<file path="src/sv/fixed_timestep_accumulator_defines.svh">
// Assertion macros shared by the fixed-timestep accumulator RTL.
// Included by the modules that carry concurrent checks; depends on nothing.
`ifndef FIXED_TIMESTEP_ACCUMULATOR_DEFINES_SVH
`define FIXED_TIMESTEP_ACCUMULATOR_DEFINES_SVH

`ifndef SYNTHESIS
// Checked property, disabled while reset is asserted.
`define FTA_ASSERT(lbl, prop, msg) \
  lbl: assert property (@(posedge clk) disable iff (!rst_n) prop) else $error(msg);
// Checked property, also active during reset.
`define FTA_ASSERT_ALWAYS(lbl, prop, msg) \
  lbl: assert property (@(posedge clk) prop) else $error(msg);
`else
`define FTA_ASSERT(lbl, prop, msg)
`define FTA_ASSERT_ALWAYS(lbl, prop, msg)
`endif

`endif

</file>
<file path="src/sv/fta_pkg.sv">
// Shared types and constants of the fixed-timestep accumulator.
// Used by fta_ctrl, fta_dpath and fixed_timestep_accumulator; no dependencies.
package fta_pkg;

  // Fixed field widths.
  localparam int FRAME_W   = 32;
  localparam int STEP_W    = 32;
  localparam int COUNT_W   = 8;
  localparam int CFG_IDX_W = 1;

  // Defaults for the top-level parameters.
  localparam int TIME_BITS_DEF  = 32;
  localparam int ALPHA_BITS_DEF = 16;

  // Configuration register indexes.
  localparam logic [CFG_IDX_W-1:0] CFG_STEP_LENGTH = 1'b0;
  localparam logic [CFG_IDX_W-1:0] CFG_MAX_CATCHUP = 1'b1;

  // Configuration reset values.
  localparam logic [STEP_W-1:0]  STEP_LENGTH_RST = 32'd16666667;
  localparam logic [COUNT_W-1:0] MAX_CATCHUP_RST = 8'd5;

  // Input command codes.
  localparam logic CMD_ACCUMULATE = 1'b0;
  localparam logic CMD_CLEAR      = 1'b1;

  // Controller states, one-hot.
  typedef enum logic [3:0] {
    ST_IDLE = 4'b0001,
    ST_DIV  = 4'b0010,
    ST_FRAC = 4'b0100,
    ST_FIN  = 4'b1000
  } fta_state_t;

  // Commands from the controller to the datapath.
  typedef struct packed {
    logic load;       // take a new input transaction
    logic clear;      // the loaded transaction is a clear command
    logic div_step;   // one quotient bit of the accumulator division
    logic frac_step;  // one fraction bit of remainder / step
    logic save_rem;   // keep the division remainder as the new accumulator
    logic out_load;   // write the result into the output register
  } fta_cmd_t;

endpackage

</file>
<file path="src/sv/fta_dpath.sv">
// Datapath of the fixed-timestep accumulator: configuration registers,
// accumulator, shared restoring divider and output register. Uses fta_pkg.
module fta_dpath
  import fta_pkg::*;
#(
  parameter int TIME_BITS  = TIME_BITS_DEF,
  parameter int ALPHA_BITS = ALPHA_BITS_DEF
) (
  input  logic                  clk,
  input  logic                  rst_n,
  input  fta_cmd_t              cmd,
  input  logic [FRAME_W-1:0]    frame_time,
  input  logic                  cfg_we,
  input  logic [CFG_IDX_W-1:0]  cfg_index,
  input  logic [STEP_W-1:0]     cfg_data,
  output logic [COUNT_W-1:0]    step_count,
  output logic [ALPHA_BITS-1:0] alpha
);

  localparam int SUM_W = ((TIME_BITS > FRAME_W) ? TIME_BITS : FRAME_W) + 1;

  logic [STEP_W-1:0]     step_length_r;
  logic [COUNT_W-1:0]    max_catchup_r;
  logic [TIME_BITS-1:0]  time_rem_r;
  logic [TIME_BITS-1:0]  dq_r;
  logic [STEP_W-1:0]     rem_r;
  logic [ALPHA_BITS-1:0] frac_r;
  logic [COUNT_W-1:0]    step_count_r;
  logic [ALPHA_BITS-1:0] alpha_r;

  logic [STEP_W-1:0]     step_eff;
  logic                  ft_pos;
  logic [SUM_W-1:0]      sum;
  logic [TIME_BITS-1:0]  acc;
  logic                  shift_bit;
  logic [STEP_W:0]       trial;
  logic [STEP_W-1:0]     diff;
  logic                  ge;
  logic [STEP_W-1:0]     rem_nxt;
  logic [COUNT_W-1:0]    clamped;

  // Configuration registers.
  always_ff @(posedge clk) begin
    if (!rst_n) begin
      step_length_r <= STEP_LENGTH_RST;
      max_catchup_r <= MAX_CATCHUP_RST;
    end else if (cfg_we) begin
      unique case (cfg_index)
        CFG_STEP_LENGTH: step_length_r <= cfg_data;
        CFG_MAX_CATCHUP: max_catchup_r <= cfg_data[COUNT_W-1:0];
        default: ;
      endcase
    end
  end

  // A zero step length behaves as a step of one time unit.
  assign step_eff = (step_length_r == '0) ? STEP_W'(1) : step_length_r;

  // Saturating add of a positive frame duration to the accumulator.
  assign ft_pos = !frame_time[FRAME_W-1] && (frame_time != '0);
  assign sum    = SUM_W'(time_rem_r) + (ft_pos ? SUM_W'(frame_time) : '0);
  assign acc    = (|sum[SUM_W-1:TIME_BITS]) ? '1 : sum[TIME_BITS-1:0];

  // Shared restoring subtract step: dividend bits during the division,
  // zeros during the fraction. When the subtraction is taken the difference
  // is below the step, so its low bits are enough.
  assign shift_bit = cmd.div_step ? dq_r[TIME_BITS-1] : 1'b0;
  assign trial     = {rem_r, shift_bit};
  assign diff      = trial[STEP_W-1:0] - step_eff;
  assign ge        = (trial >= {1'b0, step_eff});
  assign rem_nxt   = ge ? diff : trial[STEP_W-1:0];

  // Clamp of the whole-step count to the catch-up limit.
  assign clamped = (dq_r > TIME_BITS'(max_catchup_r)) ? max_catchup_r : dq_r[COUNT_W-1:0];

  // Carried remainder.
  always_ff @(posedge clk) begin
    if (!rst_n) begin
      time_rem_r <= '0;
    end else if (cmd.load && cmd.clear) begin
      time_rem_r <= '0;
    end else if (cmd.save_rem) begin
      time_rem_r <= TIME_BITS'(rem_nxt);
    end
  end

  // Divider working registers.
  always_ff @(posedge clk) begin
    if (cmd.load) begin
      dq_r   <= cmd.clear ? '0 : acc;
      rem_r  <= '0;
      frac_r <= '0;
    end else if (cmd.div_step) begin
      dq_r  <= {dq_r[TIME_BITS-2:0], ge};
      rem_r <= rem_nxt;
    end else if (cmd.frac_step) begin
      frac_r <= {frac_r[ALPHA_BITS-2:0], ge};
      rem_r  <= rem_nxt;
    end
  end

  // Output register.
  always_ff @(posedge clk) begin
    if (cmd.out_load) begin
      step_count_r <= clamped;
      alpha_r      <= frac_r;
    end
  end

  assign step_count = step_count_r;
  assign alpha      = alpha_r;

endmodule

</file>
<file path="src/sv/fta_ctrl.sv">
// Controller of the fixed-timestep accumulator: sequences load, division,
// fraction and output write. Uses fta_pkg and the assertion macro header.
`include "fixed_timestep_accumulator_defines.svh"

module fta_ctrl
  import fta_pkg::*;
#(
  parameter int TIME_BITS  = TIME_BITS_DEF,
  parameter int ALPHA_BITS = ALPHA_BITS_DEF
) (
  input  logic     clk,
  input  logic     rst_n,
  input  logic     in_valid,
  output logic     in_ready,
  input  logic     in_command,
  output logic     out_valid,
  input  logic     out_ready,
  output fta_cmd_t cmd
);

  localparam int MAX_N = (TIME_BITS > ALPHA_BITS) ? TIME_BITS : ALPHA_BITS;
  localparam int CNT_W = $clog2(MAX_N);

  fta_state_t       state_r, state_nxt;
  logic [CNT_W-1:0] cnt_r, cnt_nxt;
  logic             out_valid_r, out_valid_nxt;
  logic             accept;
  logic             take_clear;

  assign in_ready   = (state_r == ST_IDLE);
  assign accept     = in_valid && in_ready;
  assign take_clear = accept && (in_command == CMD_CLEAR);

  // Next state, iteration counter and datapath commands.
  always_comb begin
    state_nxt = state_r;
    cnt_nxt   = cnt_r;
    cmd       = '0;
    unique case (state_r)
      ST_IDLE: begin
        if (accept) begin
          cmd.load  = 1'b1;
          cmd.clear = take_clear;
          cnt_nxt   = CNT_W'(TIME_BITS - 1);
          state_nxt = take_clear ? ST_FIN : ST_DIV;
        end
      end
      ST_DIV: begin
        cmd.div_step = 1'b1;
        cnt_nxt      = cnt_r - CNT_W'(1);
        if (cnt_r == '0) begin
          cmd.save_rem = 1'b1;
          cnt_nxt      = CNT_W'(ALPHA_BITS - 1);
          state_nxt    = ST_FRAC;
        end
      end
      ST_FRAC: begin
        cmd.frac_step = 1'b1;
        cnt_nxt       = cnt_r - CNT_W'(1);
        if (cnt_r == '0) begin
          state_nxt = ST_FIN;
        end
      end
      ST_FIN: begin
        if (!out_valid_r || out_ready) begin
          cmd.out_load = 1'b1;
          state_nxt    = ST_IDLE;
        end
      end
      default: state_nxt = ST_IDLE;
    endcase
  end

  // The output register holds a result until its transaction completes.
  always_comb begin
    if (cmd.out_load) begin
      out_valid_nxt = 1'b1;
    end else if (out_ready) begin
      out_valid_nxt = 1'b0;
    end else begin
      out_valid_nxt = out_valid_r;
    end
  end

  always_ff @(posedge clk) begin
    if (!rst_n) begin
      state_r     <= ST_IDLE;
      cnt_r       <= '0;
      out_valid_r <= 1'b0;
    end else begin
      state_r     <= state_nxt;
      cnt_r       <= cnt_nxt;
      out_valid_r <= out_valid_nxt;
    end
  end

  assign out_valid = out_valid_r;

  // A clear command skips the division and goes straight to the output write.
  `FTA_ASSERT(a_clear_to_fin, take_clear |=> (state_r == ST_FIN), "clear not sent to output")
  // A result is never written over one that is still waiting.
  `FTA_ASSERT(a_no_overwrite, cmd.out_load |-> (!out_valid_r || out_ready), "result overwritten")
  // After an output write the block is idle with a valid result.
  `FTA_ASSERT(a_load_then_idle, cmd.out_load |=> (in_ready && out_valid_r), "no idle after write")
  // The remainder is saved exactly when the division leaves for the fraction.
  `FTA_ASSERT(a_save_rem, cmd.save_rem |=> (state_r == ST_FRAC), "remainder saved out of place")
  // Division and fraction steps never share a cycle.
  `FTA_ASSERT_ALWAYS(a_one_step, !(cmd.div_step && cmd.frac_step), "two steps in one cycle")

endmodule

</file>
<file path="src/sv/fixed_timestep_accumulator.sv">
// Fixed-timestep accumulator with catch-up clamp: top level.
// Depends on fta_pkg, fta_ctrl and fta_dpath.
//
// Each accumulate transaction adds a positive frame duration to the carried
// remainder (saturating at 2^TIME_BITS - 1), divides it by step_length and
// returns the whole-step count clamped to max_catchup together with the
// fraction remainder/step_length in ALPHA_BITS bits, truncated. A clear
// transaction zeroes the remainder and returns zeros. One item is in work at
// a time: an accumulate transaction runs through the division and then the
// fraction on the single one-bit-per-cycle restoring subtractor shared by
// both; a clear skips them and goes straight to the output write. A finished
// result waits in an output register, and the next item is accepted while
// it waits. Configuration writes are always taken and must happen only while
// the block is idle.
module fixed_timestep_accumulator
  import fta_pkg::*;
#(
  parameter int TIME_BITS  = TIME_BITS_DEF,
  parameter int ALPHA_BITS = ALPHA_BITS_DEF
) (
  input  logic                        clk,
  input  logic                        rst_n,
  input  logic                        in_valid,
  output logic                        in_ready,
  input  logic                        in_command,
  input  logic signed [FRAME_W-1:0]   in_frame_time,
  output logic                        out_valid,
  input  logic                        out_ready,
  output logic [COUNT_W-1:0]          out_step_count,
  output logic [ALPHA_BITS-1:0]       out_alpha,
  input  logic                        cfg_valid,
  output logic                        cfg_ready,
  input  logic [CFG_IDX_W-1:0]        cfg_index,
  input  logic [STEP_W-1:0]           cfg_data
);

  fta_cmd_t cmd;

  assign cfg_ready = 1'b1;

  // Sequencer.
  fta_ctrl #(
    .TIME_BITS  (TIME_BITS),
    .ALPHA_BITS (ALPHA_BITS)
  ) u_ctrl (
    .clk        (clk),
    .rst_n      (rst_n),
    .in_valid   (in_valid),
    .in_ready   (in_ready),
    .in_command (in_command),
    .out_valid  (out_valid),
    .out_ready  (out_ready),
    .cmd        (cmd)
  );

  // Accumulator, divider and output register.
  fta_dpath #(
    .TIME_BITS  (TIME_BITS),
    .ALPHA_BITS (ALPHA_BITS)
  ) u_dpath (
    .clk        (clk),
    .rst_n      (rst_n),
    .cmd        (cmd),
    .frame_time (in_frame_time),
    .cfg_we     (cfg_valid && cfg_ready),
    .cfg_index  (cfg_index),
    .cfg_data   (cfg_data),
    .step_count (out_step_count),
    .alpha      (out_alpha)
  );

endmodule

</file>
<file path="config.mk">
export PLATFORM = sky130hd
export DESIGN_NAME = fixed_timestep_accumulator
export DESIGN_NICKNAME = d
export VERILOG_FILES = /design/src/sv/fta_pkg.sv /design/src/sv/fta_dpath.sv /design/src/sv/fta_ctrl.sv /design/src/sv/fixed_timestep_accumulator.sv
export VERILOG_INCLUDE_DIRS = /design/src /design/src/sv
export SDC_FILE = /design/constraint.sdc
export NUM_CORES = 1
export LEC_CHECK = 0
export CAP_MARGIN = 10
export CELL_PAD_IN_SITES_DETAIL_PLACEMENT = 0
export CELL_PAD_IN_SITES_GLOBAL_PLACEMENT = 2
export CORE_MARGIN = 5
export CORE_UTILIZATION = 39
export DETAILED_ROUTE_END_ITERATION = 10
export DONT_BUFFER_PORTS = 1
export PLACE_DENSITY = 0.8
export SLEW_MARGIN = 30
export SYNTH_ARGS = -nofsm -noshare
export SYNTH_HDL_FRONTEND = slang
export SYNTH_SLANG_ARGS = --single-unit
</file>
<file path="constraint.sdc">
create_clock -name clk -period 5.1 [get_ports clk]
set_clock_uncertainty 0.2 [all_clocks]
set_input_delay 0.765 -clock clk [delete_from_list [all_inputs] [get_ports clk]]
set_output_delay 0.765 -clock clk [all_outputs]
set_load 0.03 [all_outputs]
</file>
== After elaboration in Yosys (flattened, before gate mapping) ==
Cells that the tools add are included.

* Output and inout bits: 27
* Word-level logic and storage cells: 77
* Input port bits: 71
* Flip-flop bits (word level): 186

* Equality and inequality tests: 8
* Bitwise gates (word level): 3
* Add/sub/neg operators: 3
* $lt $le $gt $ge: 2
* Reductions and logical operators: 20
* Mux-type cells: 30

{| class="wikitable"
|+ Operators by type and width
! kind !! count
|-
| two-way mux 32 bit || 9
|-
| adder 32 x 33 -> 33 bit || 1
|-
| >= comparator 33 x 32 -> 1 bit || 1
|-
| greater-than comparator 32 x 8 -> 1 bit || 1
|-
| zero test 32 bit || 1
|-
| nonzero test 32 bit || 1
|-
| subtractor 32 bit || 1
|-
| two-way mux 4 bit || 5
|-
| one-hot mux 4 bit (4 select lines) || 1
|-
| one-hot mux 5 bit (3 select lines) || 1
|-
| two-way mux 5 bit || 2
|-
| two-way mux 1 bit || 9
|-
| two-way mux 8 bit || 1
|-
| AND reduction 2 bit || 4
|-
| != test 2 x 1 -> 1 bit, second input constant || 3
|-
| nonzero test 2 bit || 3
|-
| zero test 5 bit || 1
|-
| subtractor 5 x 1 -> 5 bit, second input constant || 1
|-
| equality test 4 x 1 -> 1 bit, second input constant || 1
|-
| equality test 4 x 2 -> 1 bit, second input constant || 1
|-
| equality test 4 x 3 -> 1 bit, second input constant || 1
|-
| equality test 4 bit, second input constant || 1
|-
| logical AND 1 bit || 4
|-
| two-way mux 2 bit || 2
|-
| 7 further kinds || 10
|}

== Longest topological paths before layout ==
Gate-level depths: netlist of run 1.

* Depth in word-level cells: 7
* Depth in mapped cells: 18
* Depth with buffers taken out: 16

== By module ==
Synthesis of run 1 repeated with hierarchy kept, for this count alone.

* Cells, all modules: 1,334
* Area, all modules: 11,676.2 um2

{| class="wikitable"
|+ Modules (own cells, without submodules)
! module !! cells each !! area an instance (um2) !! times used
|-
| fta_dpath || 1,272 || 11,080.6 || 1
|-
| fta_ctrl || 60 || 584.3 || 1
|-
| fixed_timestep_accumulator || 2 || 11.3 || 1
|}

== Least setup slack after synthesis of run 1 ==
OpenSTA, ideal clock, no wires.

* Kind: input to register
* Start point: input port in_frame_time[24]
* End point: register u_dpath.dq_r[0] (data pin)
* Path slack: 0.693 ns
* Data arrival time: 3.935 ns
* Path buffers: 2
* Stages on the path: 18
* Library setup time: 0.271 ns
* Cells stage by stage: nor4_1 -> nand4_1 -> nor2_1 -> nor2_1 -> clkbuf_1 -> and2_1 -> ha_1 -> fa_1 -> a211oi_1 -> o21ai_0 -> o211a_1 -> nor4b_1 -> o211ai_1 -> o211ai_1 -> a21oi_2 -> buf_2 -> nor2_1 -> o22ai_1

* Cells in the longest elaborated chain, start to end: 7

{| class="wikitable"
|+ RTL lines
! what !! RTL line !! RTL
|-
| from (decl) || fixed_timestep_accumulator.sv:26 || <nowiki>input logic signed [FRAME_W-1:0] in_frame_time,</nowiki>
|-
| nonzero test 32 bit || fta_dpath.sv:60 || <nowiki>assign ft_pos = !frame_time[FRAME_W-1] && (frame_time != '0);</nowiki>
|-
| logical AND 1 bit || fta_dpath.sv:60 ||
|-
| two-way mux 32 bit * || fta_dpath.sv:61 || <nowiki>assign sum = SUM_W'(time_rem_r) + (ft_pos ? SUM_W'(frame_time) : '0);</nowiki>
|-
| adder 32 x 33 -> 33 bit * || fta_dpath.sv:61 ||
|-
| two-way mux 32 bit * || fta_dpath.sv:62 || <nowiki>assign acc = (|sum[SUM_W-1:TIME_BITS]) ? '1 : sum[TIME_BITS-1:0];</nowiki>
|-
| two-way mux 32 bit * || fta_dpath.sv:90 || <nowiki>dq_r <= cmd.clear ? '0 : acc;</nowiki>
|-
| two-way mux 32 bit * || fta_dpath.sv:89 || <nowiki>if (cmd.load) begin</nowiki>
|-
| to (signal assigned) || fta_dpath.sv:90 ||
|-
| to (signal assigned) || fta_dpath.sv:94 || <nowiki>dq_r <= {dq_r[TIME_BITS-2:0], ge};</nowiki>
|-
| to (decl) || fta_dpath.sv:25 || <nowiki>logic [TIME_BITS-1:0] dq_r;</nowiki>
|}

Mark *: on every way between the ends. The rest lies on a longest branch, timed or not.
A chain may end at the register's enable or synchronous reset.

== Worst setup path after layout of run 1 ==
* Start point: input port in_frame_time[16]
* End point: register u_dpath.dq_r[17] (data pin)

Same word-level chain as after synthesis.

==> impl_metrics.py, run 1 <==
metrics = {
    "synthesis": {
        "syn_area_per_cell_um2": 8.411,
        "ys_ff_latch": 186,
        "ys_warn_count": 0,
        "syn-num-nets": 1524,
        "synth_edf_count": 56,
        "async_flop_share_pct": 0,
        "synth_area_um2": 11590,
        "ys.flop_type": "dfxtp_1",
        "synth_cell_types": 70,
        "ys_seq_area_share_pct": 36.96,
        "synthCells": 1378,
    },
    "cells_and_area": {
        "fillers": 3034,
        "nNetsFinal": 1492,
        "antenna_cells": 0,
        "final_cells": 1749,
        "drive_above_1_share_pct": 6.034,
        "syn2layout_area_growth_pct": 8.949,
    },
    "routing": {
        "ant_nets": 0,
        "drc": 0,
        "routedWlPerCell_um": 19.23,
        "routed_wl_um": 33640,
        "drt_iter0_drc": 644,
        "first_pass_iters": 5,
        "vias": 9796,
        "viasPerCell": 5.601,
    },
    "clocking": {
        "clk_path_buf_depth": 2,
        "clkTransAtPathRegs_ns": 0.09,
        "cts-resized-gates": 0,
        "cts_setup_buffers": 0,
        "clkSinkCount": 186,
        "cts_tree": "yes",
        "clk_latency_ns": 0.44,
        "clockRootBuffer": "clkbuf_16",
        "htree_levels": 4,
        "cts_buffers": 17,
        "cts_hold_buf": 0,
    },
    "worst_setup_path": {
        "crit_chain": "nor4_1 > nand4_1 > nor2_1 > nor2_1 > and2_1 > ha_1 > fa_1 > a211oi_1 > o21ai_0 > o211a_1 > nor4b_1 > buf_4 > o211ai_1 > o211ai_1 > a21oi_2 > nor2_1 > a21oi_1",
        "end_kind": "register",
        "critPathTopFamily": "simple AND/OR/NAND/NOR gates",
        "slowest_delay_ns": 0.39,
        "path_buf_inv": 1,
        "crit_arrival_ns": 4.58,
        "slowest_stage": "fa_1",
        "crit_path_frequent_cell": "nor2_1",
        "cp.depth": 17,
        "worst-endpoint-required_ns": 5.07,
        "r2r_cells": 13,
        "critPathKind": "input port to register",
        "worstSetupStartpointType": "input port",
        "crit_path_max_fanout": 15,
    },
    "job": {
        "cap_viol_max_count": 0,
    },
    "sta": {
        "tightest_slew_ns": 0.8102,
        "period_needed_ns": 4.608,
        "rsz0062_at_grt": "no",
        "hold_viol_final": 0,
        "max_slew_margin_pct": 45.63,
        "max_clock_freq_ghz": 0.2170,
        "finalSetupTns_ns": 0,
        "slew_violations": 0,
        "period_share_pct": 90.36,
        "setup_violations": 0,
    },
    "power": {
        "ir_drop_mv": 0.1849,
        "switching_power_mw": 1.350,
        "p_int_mw": 2.703,
        "pwr-share-comb_pct": 22.9,
        "leakagePower_nw": 5.319,
        "pwr-share-seq_pct": 42.2,
        "switching_share_pct": 33.30,
        "power_density_nw_per_um2": 320.9,
        "power_frac_clock_pct": 34.9,
    },
    "global_routing": {
        "antenna_found_initial": 1,
        "grt_max_degree": 60,
        "grt_first_pass_wirelength_um": 53650,
        "grt_use_total_pct": 20.14,
        "grt-busiest-layer": "met2",
        "globalRouteMet1Util_pct": 29.63,
        "use_met3_pct": 2.711,
        "grt_pass1_vias": 9534,
        "overflow": 0,
        "grt_use_met2_pct": 31.84,
    },
    "die": {
        "rows": 63,
        "die_w_um": 182.4,
        "core_area_um2": 29480,
        "die_h_um": 182.4,
        "die_area_um2": 33260,
        "ios": 98,
        "initial_core_util_pct": 39.31,
    },
    "place": {
        "portBuffers": 0,
        "place.gp.congestion": 0.8515,
        "place_inst": 1716,
        "dp_hpwl_um": 26100,
    },
    "min_path": {
        "hp-class": "input port to register",
        "hold_depth": 1,
    },
    "outcome": {
        "outcome": "finished clean",
    },
}
==> kinds of logic (layout without fill, tap and decap cells) <==
kind of cell               after synthesis  count (layout)  synth area share [%]
and+or+nand+nor                        453             453                 18.45
AOI/OAI and AO/OA                      441             441                 24.23
DFF                                    186             186                 36.96
buffers and inverters                  132             113                 4.826
adders and majority gates               75              75                 8.226
xor gates and xnor gates                51              51                 3.854
muxes                                   38              38                 3.390
other                                    2               2               0.06480
==> routing by layer <==
layer	routed length, um	vias up
met2	15140	194
met5	0	-
met3	1325	32
met4	472	0
li1	-	4908
met1	16690	4662
==> Yosys cell counts, drive strengths merged (3+ instances only) <==
cell type	instances	area (um^2)
o2111ai	3	26.28
o211a	3	30.03
o21a	20	150.1
nor3	16	80.08
xor2	22	192.7
o21ai	110	550.5
o311ai	5	43.79
and2	38	237.7
or2	3	18.77
nand2	189	709.4
and4	3	26.28
dfxtp	130	2603
nand3	20	100.1
o211ai	23	172.7
a41oi	4	35.03
and3	14	87.58
or3	7	43.79
mux2i	28	280.3
clkbuf	64	240.2
o21bai	10	75.07
nor4	26	162.7
ha	73	913.4
nand4	14	87.58
o31a	4	35.03
nor2b	19	118.9
inv	58	217.7
o31ai	4	30.03
a21o	45	337.8
a21boi	29	217.7
o22ai	4	25.02
a31oi	13	96.34
nor2	84	315.3
edfxtp	56	1682
buf	10	101.4
nor4b	4	41.29
xnor2	29	254.0
a211oi	16	125.1
nand2b	10	62.56
mux2	10	112.6
a21oi	127	643.1
==> final cells by class <==
type                       instances  area, um^2  area share (%)
clock inverter                    15       215.2           1.704
clock buffer                      17       425.4           3.369
timing repair buffer              23       205.2           1.625
multi-input combinational       1060        6792           53.79
tap                              390       488.0           3.864
sequential                       186        4284           33.93
inverter                          58       217.7           1.724
==> path summary, 6_finish.rpt <==
kind / startpoint / endpoint / slack [ns]
max: in_frame_time[16] / u_dpath.dq_r[17]$_DFFE_PP_ / 0.49
min reg2reg: u_dpath.frac_r[15]$_SDFFE_PP0P_ / u_dpath.alpha[15]$_DFFE_PP_ / 0.26
max reg2reg: u_ctrl.state_r[1]$_SDFFE_PN0P_ / u_dpath.rem_r[26]$_SDFFE_PP0N_ / 0.53
min: rst_n / u_dpath.step_length_r[0]$_SDFFE_PN1P_ / 0.20
==> per-stage QoR <==
stage / instance area (um^2) / total power, mW / hold slack, ns / worst slack, ns / util, %
2_1_floorplan: 11590 / 2.444 / 0.2081 / 0.6933 / -
3_3_place_gp: 11940 / 2.659 / 0.2122 / 0.1626 / 40.49
3_5_place_dp: 11950 / 2.663 / 0.2363 / 0.09257 / 40.54
4_1_cts: 12590 / 4.078 / 0.1842 / 0.5034 / 42.71
5_1_grt: 12630 / 4.258 / 0.1746 / 0.1029 / 42.83
6_report: 12630 / 4.053 / 0.2050 / 0.4918 / 42.83
==> worst reg2reg max path, stage by stage, from the launching register on <==
cell and delay (ns):
dfxtp_1 0.50, nor2b_1 0.38, nand3_1 0.20, ha_1 0.27
fa_1 0.41, nor2b_1 0.12, o21ai_0 0.12, a21oi_1 0.33
o2111ai_1 0.24, a22o_1 0.33, o31ai_1 0.55, nor3_1 0.11
nor4_1 0.55, o31a_1 0.21
==> cells in the final DEF, fill, tap and decap left out, types with 9 or more instances in the layout <==
master,count
a211oi_1,15
nor2b_1,17
nor3_1,14
nor4_1,26
mux2_2,10
nand2b_1,9
and2_1,38
mux2i_1,28
o211ai_1,23
nand3_1,20
xor2_1,22
edfxtp_1,56
o21a_1,18
nand2_1,189
a21o_1,45
inv_1,58
o21bai_1,10
and3_1,13
nand4_1,14
buf_4,21
o21ai_0,104
dfxtp_1,130
a31oi_1,12
ha_1,73
clkbuf_16,17
nor2_1,84
a21boi_0,28
xnor2_1,29
a21oi_1,125
==> flip-flops by register name, summed over array words and instances (netlist names), 4 cells and up <==
signal                 cells
u_ctrl.state_r             4
u_dpath.frac_r            16
u_dpath.step_count         8
u_dpath.step_length_r     32
u_dpath.time_rem_r        32
u_ctrl.cnt_r               5
u_dpath.dq_r              32
u_dpath.rem_r             32
u_dpath.max_catchup_r      8
u_dpath.alpha             16
==> power groups by stage <==
stage	logic (mW)	registers [mW]	clock network (mW)
global route	1.04	1.72	1.50
global placement	0.918	1.74	0
finish	0.928	1.71	1.42
detailed placement	0.921	1.74	0
CTS	0.927	1.71	1.44
floorplan	0.736	1.71	0
No activity file was read; power rests on OpenSTA's default activity.
==> run 2: changes to the inputs <==
==> constraint.sdc (replaced) <==
create_clock -name clk -period 4.5 [get_ports clk]
set_clock_uncertainty 0.2 [all_clocks]
set_input_delay 0.675 -clock clk [delete_from_list [all_inputs] [get_ports clk]]
set_output_delay 0.675 -clock clk [all_outputs]
set_load 0.03 [all_outputs]
==> run 2 against run 1 <==
Compared with the run above:
- sequential share of layout area down 1.2 points
- sequential cell count stayed put
- routed wire length decreased by 0.49%
- sequential power grew 13%
- clock power up 11%
- combinational power grew 20%
- global-route usage shrank 0.47 points
- largest power group unchanged
==> impl_metrics.py, run 2 (synthesis gave the netlist of run 1 again) <==
metrics = {
    "clocking": {
        "clockRootBuffer": "clkbuf_16",
        "cts_hold_buf": 0,
        "cts-resized-gates": 0,
        "clkTransAtPathRegs_ns": 0.08,
        "clk_path_buf_depth": 2,
        "clk_latency_ns": 0.43,
        "cts_buffers": 17,
        "htree_levels": 4,
        "cts_setup_buffers": 0,
        "clkSinkCount": 186,
        "cts_tree": "yes",
    },
    "worst_setup_path": {
        "path_buf_inv": 0,
        "crit_path_max_fanout": 7,
        "end_kind": "register",
        "crit_chain": "nor2_1 > nand3_1 > ha_1 > fa_1 > nor2b_1 > o21ai_0 > a21oi_1 > o2111ai_1 > a22o_1 > o31ai_2 > nor3_1 > nor4_1 > o31a_1",
        "worstSetupStartpointType": "register",
        "critPathTopFamily": "compound AO/OA/AOI/OAI gates",
        "critPathKind": "register to register",
        "r2r_cells": 13,
        "slowest_delay_ns": 0.47,
        "crit_arrival_ns": 4.35,
        "worst-endpoint-required_ns": 4.67,
        "slowest_stage": "nor4_1",
        "cp.depth": 13,
    },
    "routing": {
        "drc": 0,
        "vias": 9971,
        "ant_nets": 0,
        "routedWlPerCell_um": 18.51,
        "viasPerCell": 5.515,
        "first_pass_iters": 5,
        "drt_iter0_drc": 586,
        "routed_wl_um": 33470,
    },
    "min_path": {
        "hold_depth": 1,
        "hp-class": "input port to register",
    },
    "cells_and_area": {
        "antenna_cells": 0,
        "final_cells": 1808,
        "drive_above_1_share_pct": 10.08,
        "final_area_um2": 13080,
        "layout_common_cells": "189 x nand2_1, 130 x dfxtp_1, 125 x a21oi_1",
        "nNetsFinal": 1551,
        "layout_commonest_cell": "nand2_1",
        "syn2layout_area_growth_pct": 12.83,
        "fillers": 3028,
    },
    "job": {
        "cap_viol_max_count": 0,
    },
    "sta": {
        "setup_ws_ns": 0.3207,
        "hold_viol_final": 0,
        "max_slew_margin_pct": 45.96,
        "period_needed_ns": 4.179,
        "tightest_slew_ns": 0.8052,
        "period_share_pct": 92.87,
        "max_clock_freq_ghz": 0.2393,
        "setup_violations": 0,
        "hold-worst-slack_ns": 0.1134,
        "rsz0062_at_grt": "no",
        "slew_violations": 0,
    },
    "power": {
        "switching_power_mw": 1.556,
        "ir_drop_mv": 0.2255,
        "pwr-share-seq_pct": 41.9,
        "leakagePower_nw": 5.605,
        "p_int_mw": 3.067,
        "power_frac_clock_pct": 34.1,
        "switching_share_pct": 33.66,
        "pwr-share-comb_pct": 24.1,
        "finalPower_mw": 4.623,
        "power_density_nw_per_um2": 353.6,
    },
    "place": {
        "dp_hpwl_um": 26190,
        "dpl-instance-area_um2": 12400,
        "place_ws_ns": -0.2530,
        "portBuffers": 0,
        "place_inst": 1775,
        "place.gp.congestion": 0.8719,
    },
    "die": {
        "core_area_um2": 29480,
        "die_h_um": 182.4,
        "ios": 98,
        "rows": 63,
        "die_area_um2": 33260,
        "initial_core_util_pct": 39.31,
        "die_w_um": 182.4,
    },
    "global_routing": {
        "grt_pass1_vias": 9624,
        "grt_max_degree": 60,
        "antenna_found_initial": 0,
        "grt_use_total_pct": 19.67,
        "overflow": 0,
        "grt_first_pass_wirelength_um": 52650,
    },
    "outcome": {
        "outcome": "finished clean",
    },
}
run 2: cell types whose count changed in the layout (fill, tap and decap cells not counted), moves of 2 or more:
cell	change
o21ai_0	-2
buf_4	+58
clkinv_8	-2
o21ai_1	+2
inv_12	+3
nor4b_2	+2
run 2: cell type report:
type	instances	area, um^2	share of cell area (%)
Clock inverter	15	201.4	1.541
Timing Repair Buffer	82	660.6	5.052
Inverter	58	217.7	1.665
Tap cell	390	488.0	3.732
Multi-Input combinational cell	1060	6799	51.99
Clock buffer	17	425.4	3.253
Sequential cell	186	4284	32.76
run 2: per-layer routing:
metal | GRT usage (%) | wire [um] | vias up
met4 | 3.903 | 383 | 0
met3 | 2.392 | 943 | 31
li1 | - | - | 5030
met1 | 27.93 | 16690 | 4728
met5 | 0 | 0 | -
met2 | 32.45 | 15450 | 182
run 2: worst reg2reg max path, stage by stage, from the launching register on:
cell and delay (ns):
dfxtp_1 0.38, nor2_1 0.39, nand3_1 0.23, ha_1 0.28
fa_1 0.41, nor2b_1 0.12, o21ai_0 0.11, a21oi_1 0.34
o2111ai_1 0.22, a22o_1 0.26, o31ai_2 0.40, nor3_1 0.10
nor4_1 0.47, o31a_1 0.21
run 2: stage by stage:
stage / utilization, % / setup TNS (ns)
floorplan: - / 0
global placement: 42.03 / -3.979
detailed placement: 42.06 / -6.719
CTS: 44.18 / 0
global route: 44.36 / 0
finish: 44.36 / 0
run 2: final timing paths:
check	end	slack [ns]	startpoint
min reg2reg	u_dpath.alpha[15]$_DFFE_PP_	0.24	u_dpath.frac_r[15]$_SDFFE_PP0P_
max reg2reg	u_dpath.rem_r[26]$_SDFFE_PP0N_	0.32	u_ctrl.state_r[3]$_SDFFE_PN0P_
max	u_dpath.rem_r[26]$_SDFFE_PP0N_	0.32	u_ctrl.state_r[3]$_SDFFE_PN0P_
min	u_dpath.step_length_r[0]$_SDFFE_PN1P_	0.11	rst_n
run 2: power by group through the flow:
stage	Clock, mW	Combinational, mW	Sequential [mW]
CTS	1.62	1.11	1.93
floorplan	0	0.834	1.94
detailed placement	0	1.10	1.97
global route	1.67	1.23	1.95
finish	1.57	1.11	1.93
global placement	0	1.10	1.97
==> run 3: changes to the inputs <==
--- a/config.mk
+++ b/config.mk
@@ -7,13 +7,11 @@
 export NUM_CORES = 1
 export LEC_CHECK = 0
 export CAP_MARGIN = 10
-export CELL_PAD_IN_SITES_DETAIL_PLACEMENT = 0
-export CELL_PAD_IN_SITES_GLOBAL_PLACEMENT = 2
 export CORE_MARGIN = 5
-export CORE_UTILIZATION = 39
+export CORE_UTILIZATION = 42
 export DETAILED_ROUTE_END_ITERATION = 10
 export DONT_BUFFER_PORTS = 1
-export PLACE_DENSITY = 0.8
+export PLACE_DENSITY = 0.56
 export SLEW_MARGIN = 30
 export SYNTH_ARGS = -nofsm -noshare
 export SYNTH_HDL_FRONTEND = slang
==> run 3 against run 2 <==
Compared with the run above:
- clock power hardly changed
- total power grew 0.99%
- combinational power about the same
- register-to-register slack hardly changed
- clock-buffer cell count stayed put
- utilization is 4.4 points higher
- die area fell by 6.8%
- worst hold slack gained 0.0071 ns
- sequential power hardly changed
- highest routed layer unchanged
==> impl_metrics.py, run 3 (synthesis gave the netlist of run 1 again) <==
metrics = {
    "sta": {
        "period_share_pct": 93.81,
        "hold-worst-slack_ns": 0.1206,
        "setup_ws_ns": 0.2785,
        "setup_violations": 0,
        "tightest_slew_ns": 0.9658,
        "rsz0062_at_grt": "no",
        "slew_violations": 0,
        "max_clock_freq_ghz": 0.2369,
        "period_needed_ns": 4.221,
        "hold_viol_final": 0,
        "max_slew_margin_pct": 35.18,
    },
    "clocking": {
        "clockRootBuffer": "clkbuf_16",
        "clkSinkCount": 186,
        "htree_levels": 4,
        "clk_latency_ns": 0.44,
        "clk_path_buf_depth": 2,
        "cts_hold_buf": 0,
        "cts_buffers": 17,
        "clkTransAtPathRegs_ns": 0.08,
        "cts_tree": "yes",
        "cts_setup_buffers": 0,
    },
    "die": {
        "die_h_um": 176.1,
        "core_area_um2": 27030,
        "ios": 98,
        "rows": 60,
        "die_w_um": 176.1,
        "initial_core_util_pct": 42.88,
        "die_area_um2": 31020,
    },
    "global_routing": {
        "overflow": 0,
        "grt_pass1_vias": 9350,
        "antenna_found_initial": 0,
        "grt_max_degree": 60,
        "grt_first_pass_wirelength_um": 51520,
        "grt_use_total_pct": 20.69,
    },
    "worst_setup_path": {
        "slowest_stage": "a2111o_1",
        "crit_path_max_fanout": 26,
        "worst-endpoint-required_ns": 4.47,
        "crit_path_frequent_cell": "nor2_1",
        "crit_chain": "nor4_1 > nand4_1 > nor2_1 > nor2_1 > buf_4 > and2_1 > ha_1 > and4_1 > nor2b_1 > a2111o_1 > nor4b_2 > buf_4 > o211ai_1 > o211ai_1 > a21oi_2 > buf_12 > nor2_1 > o21ai_0",
        "end_kind": "register",
        "crit_arrival_ns": 4.19,
        "worstSetupStartpointType": "input port",
        "critPathKind": "input port to register",
        "slowest_delay_ns": 0.40,
    },
    "cells_and_area": {
        "syn2layout_area_growth_pct": 13.76,
        "fillers": 2633,
        "antenna_cells": 0,
        "layout_commonest_cell": "nand2_1",
        "final_area_um2": 13190,
        "nNetsFinal": 1565,
        "layout_common_cells": "189 x nand2_1, 130 x dfxtp_1, 125 x a21oi_1",
        "drive_above_1_share_pct": 11.45,
    },
    "place": {
        "portBuffers": 0,
        "place_ws_ns": -0.6303,
        "dp_hpwl_um": 25210,
        "dpl-instance-area_um2": 12450,
        "place.gp.congestion": 0.8828,
    },
    "routing": {
        "drt_iter0_drc": 609,
        "vias": 9906,
        "viasPerCell": 5.587,
        "ant_nets": 0,
        "routed_wl_um": 32710,
        "routedWlPerCell_um": 18.45,
        "first_pass_iters": 4,
        "drc": 0,
    },
    "power": {
        "ir_drop_mv": 0.2446,
        "leakagePower_nw": 5.695,
        "power_density_nw_per_um2": 354.1,
    },
    "min_path": {
        "hp-class": "input port to register",
    },
    "outcome": {
        "outcome": "finished clean",
    },
    "job": {
        "cap_viol_max_count": 0,
    },
}
## run 3: cell count changes in the layout (fill, tap and decap cells not counted), moves of 2 or more
cell,previous run,this run
clkinv_8,5,7
nor4_1,25,22
buf_4,79,92
o21ai_1,8,6
nor4_2,1,4
inv_8,4,2
## run 3: final timing paths
check / startpoint / endpoint / slack [ns] / cells past startpoint
setup / recovery: in_frame_time[24] / u_dpath.dq_r[4]$_DFFE_PP_ / 0.28 / 18
hold / removal: rst_n / u_dpath.step_length_r[0]$_SDFFE_PN1P_ / 0.12 / 1
setup reg to reg: u_dpath.step_length_r[16]$_SDFFE_PN0P_ / u_dpath.rem_r[28]$_SDFFE_PP0N_ / 0.33 / 14
hold reg to reg: u_dpath.frac_r[15]$_SDFFE_PP0P_ / u_dpath.alpha[15]$_DFFE_PP_ / 0.24 / 0
## run 3: layer usage
metal,vias up,wire length (um),global-route usage [%]
met2,176,15710,35.18
met3,22,939,3.062
li1,5057,-,-
met1,4651,15720,28.36
met4,0,337,3.639
met5,-,0,0
## run 3: repair_timing
action | CTS | global route
endpoints found under the setup margin | 31 | 32
resized for setup | 2 | 9
pin swaps | 0 | 3
## run 3: final cells by class
type                       instances  area (um^2)  area share, %
multi-input combinational       1060         6834          51.83
sequential                       186         4284          32.49
timing repair buffer              96        778.2          5.902
tap                              341        426.7          3.236
clock buffer                      17        425.4          3.226
clock inverter                    15        219.0          1.661
inverter                          58        217.7          1.651
## run 3: critical path: cells and delay by family
family | cells | cell delay (ns)
AND/OR/NAND/NOR | 9 | 1.77
AO/OA/AOI/OAI | 5 | 0.84
buffers and inverters | 3 | 0.56
adder cells (fa/ha/maj) | 1 | 0.32
## run 3: stage by stage
step	power [mW]	cells	TNS [ns]	util (%)
floorplan	2.770	1378	0	-
global placement	3.093	1740	-16.52	46.06
detailed placement	3.095	1740	-18.18	46.08
CTS	4.696	1772	0	48.51
global route	4.903	1773	0	48.79
finish	4.669	1773	0	48.79
## run 3: where the power goes
part	internal (mW)	switching (mW)	leakage (nW)
logic	0.469	0.669	3.79
registers	1.85	0.0900	1.59
clock network	0.780	0.816	0.308
total	3.09	1.57	5.69
